File: src/hw/rtl/mnmf_pkg.sv
// ----------------------------------------------------------------------------
// mnmf_pkg
// Shared types and constants of the masked neighbor mean filter.
// ----------------------------------------------------------------------------
package mnmf_pkg;

    localparam int MNMF_MAX_WIDTH = 2048;

    localparam int PIX_W      = 24;
    localparam int CH_W       = 8;
    localparam int ROW_W      = 12;
    localparam int CFG_IDX_W  = 2;
    localparam int CFG_DATA_W = 12;
    localparam int SUM_W      = 11;
    localparam int DEN_W      = 4;
    localparam int SLOT_W     = 3;
    localparam int STEP_W     = 4;

    localparam logic [CFG_DATA_W-1:0] WIDTH_RST  = 12'd640;
    localparam logic [CFG_DATA_W-1:0] HEIGHT_RST = 12'd480;

    localparam logic [CFG_IDX_W-1:0] REG_WIDTH  = 2'd0;
    localparam logic [CFG_IDX_W-1:0] REG_HEIGHT = 2'd1;

    localparam logic OP_PIXEL = 1'b0;
    localparam logic OP_FLUSH = 1'b1;

    // ring fetch slots: center, right, below-left, below, below-right
    localparam logic [SLOT_W-1:0] SLOT_CTR = 3'd0;
    localparam logic [SLOT_W-1:0] SLOT_E   = 3'd1;
    localparam logic [SLOT_W-1:0] SLOT_SW  = 3'd2;
    localparam logic [SLOT_W-1:0] SLOT_S   = 3'd3;
    localparam logic [SLOT_W-1:0] SLOT_SE  = 3'd4;

    localparam logic [STEP_W-1:0] DIV_LAST = 4'(SUM_W - 1);

    // neighbor order: ul, up, ur, left, right, below-left, below, below-right
    localparam logic [7:0] MASK_ALL    = 8'b1111_1111;
    localparam logic [7:0] MASK_TOP    = 8'b0001_1111;
    localparam logic [7:0] MASK_CORNER = 8'b0000_1011;

    typedef struct packed {
        logic              wr_px;
        logic              base_ld;
        logic              fetch;
        logic [SLOT_W-1:0] slot;
        logic              div_start;
        logic              div_step;
        logic              wb;
    } t_cmd;

    typedef struct packed {
        logic pend_nz;
        logic pend_over;
        logic out_free;
    } t_sts;

endpackage

File: src/hw/rtl/mnmf_ctrl.sv
// ----------------------------------------------------------------------------
// mnmf_ctrl
// Sequencer: accept, ring fetch, divide, write back.
// ----------------------------------------------------------------------------
module mnmf_ctrl import mnmf_pkg::*; (
    input  logic i_clk,
    input  logic i_rst_n,
    input  logic i_valid,
    input  logic i_op,
    input  t_sts i_sts,
    output logic o_ready,
    output t_cmd o_cmd
);
    typedef enum logic [7:0] {
        S_IDLE  = 8'b0000_0001,
        S_CHK   = 8'b0000_0010,
        S_PREP  = 8'b0000_0100,
        S_FETCH = 8'b0000_1000,
        S_DRAIN = 8'b0001_0000,
        S_SUM   = 8'b0010_0000,
        S_DIV   = 8'b0100_0000,
        S_WB    = 8'b1000_0000
    } t_state;

    t_state             r_state, n_state;
    logic [SLOT_W-1:0]  r_slot, n_slot;
    logic [STEP_W-1:0]  r_step, n_step;

    always_ff @(posedge i_clk) begin
        if (!i_rst_n) begin
            r_state <= S_IDLE;
            r_slot  <= '0;
            r_step  <= '0;
        end else begin
            r_state <= n_state;
            r_slot  <= n_slot;
            r_step  <= n_step;
        end
    end

    always_comb begin
        n_state = r_state;
        n_slot  = r_slot;
        n_step  = r_step;
        o_ready = 1'b0;
        o_cmd   = '0;
        o_cmd.slot = r_slot;
        unique case (r_state)
            S_IDLE: begin
                o_ready = 1'b1;
                if (i_valid) begin
                    if (i_op == OP_PIXEL) begin
                        o_cmd.wr_px = 1'b1;
                        n_state = S_CHK;
                    end else if (i_sts.pend_nz) begin
                        n_state = S_PREP;
                    end
                end
            end
            S_CHK: n_state = i_sts.pend_over ? S_PREP : S_IDLE;
            S_PREP: begin
                o_cmd.base_ld = 1'b1;
                n_slot  = SLOT_CTR;
                n_state = S_FETCH;
            end
            S_FETCH: begin
                o_cmd.fetch = 1'b1;
                if (r_slot == SLOT_SE) begin
                    n_state = S_DRAIN;
                end else begin
                    n_slot = r_slot + SLOT_W'(1);
                end
            end
            S_DRAIN: n_state = S_SUM;
            S_SUM: begin
                o_cmd.div_start = 1'b1;
                n_step  = '0;
                n_state = S_DIV;
            end
            S_DIV: begin
                o_cmd.div_step = 1'b1;
                if (r_step == DIV_LAST) begin
                    n_state = S_WB;
                end else begin
                    n_step = r_step + STEP_W'(1);
                end
            end
            S_WB: begin
                if (i_sts.out_free) begin
                    o_cmd.wb = 1'b1;
                    n_state = S_IDLE;
                end
            end
            default: n_state = S_IDLE;
        endcase
    end
endmodule

File: config.mk
export PLATFORM = sky130hd
export DESIGN_NAME = mnmf_ctrl
export DESIGN_NICKNAME = d
export VERILOG_FILES = /design/src/hw/rtl/mnmf_pkg.sv /design/src/hw/rtl/mnmf_ctrl.sv
export SDC_FILE = /design/constraint.sdc
export NUM_CORES = 1
export LEC_CHECK = 0
export BUFFER_PORTS_ARGS = -buffer_cell sky130_fd_sc_hd__buf_2
export CAP_MARGIN = 5
export CORE_AREA = 2 2 62 64
export CTS_CLUSTER_SIZE = 40
export DETAILED_ROUTE_END_ITERATION = 10
export DIE_AREA = 0 0 64 66
export PLACE_DENSITY = 0.46
export REMOVE_ABC_BUFFERS = 1
export SLEW_MARGIN = 20
export SYNTH_ARGS = -nofsm -noshare
export SYNTH_HDL_FRONTEND = slang
export SYNTH_SLANG_ARGS = --single-unit
File: constraint.sdc
create_clock -name i_clk -period 3.93 [get_ports i_clk]
set_input_delay 0.393 -clock i_clk [delete_from_list [all_inputs] [get_ports i_clk]]
set_output_delay 0.393 -clock i_clk [all_outputs]
set_load 0.01 [all_outputs]
==> results.txt <==
The flow ran to the end, and the final reports show no timing, DRC or antenna violations. The worst-margin pin slew came out at just over 0.7 ns. The headroom to the max-slew limit is 0.521. In the layout the commonest cells are buf_2, dfxtp_1, nor2_1. Timing would allow up to approximately 0.45 GHz. The total cell area at the placement stage is 990 µm². During placement, the flow inserted port buffers numbering 16. The total inserted antenna cells is 0. The initial standard-cell utilization of the core came out at 0.240.

The first routing iteration left 7 violations. The number of hold violations in the final report is 0. Summing every instance area after synthesis gives 853 µm². After layout, the design draws a total of roughly 330 µW.

The remaining routing DRC violations came out at 0. The root buffer cell is clkbuf_4. The signal on the critical path passes through nor4_1, and4b_2, buf_2. The part of the total power dissipated in sequential elements is 0.496.

Across the run, the number of max-cap violations was 0. The final cell count without fillers came out at approximately 170. The number of cell rows came out at 22.

In this design, the largest share of critical-path delay is due to simple AND/OR/NAND/NOR gates. The yosys synthesis warning count came out at 0. The area occupied by registers came out at around 300 µm². By startpoint and endpoint, the worst setup path is classified as reg -> out. The cell count after synthesis is between 100 and 150. The final instance area is slightly above 1000 µm². The relative contribution of combinational cells to total power came out at 0.232. Counting distinct cell types in the post-synthesis netlist gives 38. Post-CTS repair changed the size of 0 cells.

The net switching power came out at roughly 100 µW. The TritonCTS sink count came out at 15. The maximum buffer depth of the clock tree is 2.

Of the total power, the share spent switching nets is 0.309. The initial antenna violation count came out at 0. STA classifies the critical path endpoint as an output port. Setup repair after global routing left no endpoint under its margin. The die is around 64 µm wide. TritonCTS built the clock tree. For this run, the total global-route usage over all layers was measured as 0.0996. The mean post-synth cell area came out at ~8.4 µm². In this run the worst hold path is classified as in -> reg. The number of slew-limit violations in the final report came out at 0. VDD sags by at most ~140 µV. The detailed-router iteration count before antenna repair is 4. Of the cells placed in the final design, the portion with a size suffix greater than 1 is 0.248.

The total of hold buffers inserted after clock tree synthesis came out at 0. The clock latency on the worst-skew pair is between 0.2 and 0.3 ns. The residual antenna-violating net count after detailed routing came out at 0. The clock buffer count from CTS is 3. The synthesized flop and latch total came out at 15. The area added between synthesis and finish came out at 19.1%. Once the clock tree was built, the setup fixing pass inserted 0 buffers.

The region available for standard cell placement spans around 3600 µm². Data on the critical path arrives at its endpoint at 1.82 ns. The boundary pin count is 17. The die boundary height came out at ~66 µm. The number of fill cells came out at between 400 and 500.

The die covers about 4200 µm². STA classifies the critical path startpoint as a register. The clock skew after layout is 0.00946 ns. Data on the critical path is required at its endpoint by 3.54 ns.

The final net count came out at between 100 and 150. The clock-pin slew on the worst setup and hold paths is 0.10 ns. The number of global-route vias before repair is ~700. In the final routed layout, each cell accounts on average for between 10 and 15 µm. The maximum number of pins on one net before global-route repair came out at 11. The power per unit of standard cell area is around 330 nW/µm². The via count is around 800.

The global placement routability congestion came out at 0.738. The static leakage is 0.425 nW. The final worst-path cycle share came out at 0.563. The final critical path time including I/O delays and setup came out at 2.21 ns. Setup violations remaining at the end of the flow were counted as 0.

In this run the number of H-tree levels came out at 1. Leaving out fill and tap cells, the most frequent cell in the layout is buf_2. Including well taps, the total number of placed cells is approximately 170.

The sequential fraction of the synthesis area is 0.352. The slowest stage of the critical path is the nor4_1 cell. The detail-routed via count per cell is about 4.7. The overall overflow remaining after global route came out at 0. The maximum fanout encountered on the critical timing path is 6. The summed negative setup slack over all endpoints came out at 0 ns.

The total half-perimeter wirelength after legalization and detailed placement is 1.51 mm. The final cell utilization of the core came out at 0.286. The first global-routing pass estimated between 3 and 4 mm of wire. The cell internal power dissipation came out at 230 µW.

The detailed-route wire length is slightly below 2 mm. The power share of the clock group came out at 0.272. The largest incremental delay on the critical path is 0.66 ns. The number of buffer and inverter stages on the critical path is 1. In the final layout, the multi-input gates occupy roughly 520 µm².
-- registers in the layout, indices dropped and copies added, names as in the netlist --
register,cells
r_state,8
r_step,4
r_slot,3
-- cell usage after synthesis --
library cell	number	area [µm²]
ha_1	4	50.1
and3b_1	1	8.76
or2_2	2	12.5
clkinv_1	1	3.75
and3_1	3	18.8
or3_1	1	6.26
nand4b_1	1	8.76
or2b_2	1	8.76
o22ai_1	1	6.26
xor2_1	2	17.5
a211o_1	1	8.76
a21bo_2	1	10.0
nor4_1	4	25.0
a32oi_1	1	8.76
dfxtp_1	15	300
or4_4	2	22.5
nand2b_1	2	12.5
or4b_2	1	10.0
nor2_1	13	48.8
and4b_1	2	20.0
nor3_1	5	25.0
a21oi_1	6	30.0
xnor2_1	1	8.76
and2b_2	2	17.5
nor2b_1	2	12.5
a22oi_1	1	7.51
and2_1	1	6.26
or4_1	1	7.51
clkbuf_1	1	3.75
o22a_1	1	8.76
and4b_2	1	11.3
nor3b_1	2	15.0
nand3_1	5	25.0
a31oi_1	1	6.26
nand2_1	2	7.51
inv_1	7	26.3
mux2_2	1	11.3
o21ai_0	3	15.0
-- metrics by stage --
step           hold slack [ns]  worst slack (ns)
3_5_place_dp             0.477              1.80
6_report                 0.286              1.72
5_1_grt                  0.272              1.59
2_1_floorplan            0.454              1.91
3_3_place_gp             0.475              1.84
4_1_cts                  0.277              1.67
-- final timing paths --
| check | start | end | slack [ns] | cells after the start |
|---|---|---|---|---|
| setup / recovery | r_state[6] | o_cmd[2] | 1.72 | 3 |
| hold / removal | i_op | r_state[1] | 0.29 | 2 |
| setup reg to reg | r_state[5] | r_step[3] | 1.78 | 5 |
| hold reg to reg | r_step[3] | r_step[3] | 0.49 | 2 |
-- per-layer routing --
layer / wire, µm / vias up / track usage
li1: - / 407 / -
met1: 932 / 364 / 0.125
met2: 911 / 13 / 0.165
met3: 59 / 4 / 0.0153
met4: 30 / 0 / 0.0489
met5: 0 / - / 0
-- logic make-up (layout without fill, tap and decap cells) --
family | count (synthesis) | after routing | share of synthesized area
simple gates | 54 | 54 | 0.387
mux | 1 | 1 | 0.0132
fa+ha+maj | 4 | 4 | 0.0587
xor+xnor | 3 | 3 | 0.0308
buf+inv | 9 | 28 | 0.0396
compound gates | 16 | 16 | 0.119
flops | 15 | 15 | 0.352
-- final cells by class --
class / instances / share of cell area
multi-input combinational: 78 / 0.511
tap: 48 / 0.0591
inverter: 8 / 0.0296
sequential: 15 / 0.296
clock buffer: 4 / 0.0259
timing repair buffer: 16 / 0.0788
-- power by group through the flow --
stage | Clock (mW) | Sequential [mW] | Combinational [mW]
floorplan | 0 | 0.166 | 0.0546
global placement | 0 | 0.167 | 0.0784
detailed placement | 0 | 0.168 | 0.0768
CTS | 0.0965 | 0.165 | 0.0773
global route | 0.106 | 0.167 | 0.0857
finish | 0.0902 | 0.165 | 0.0769
Power figures use the tool's default switching activity.
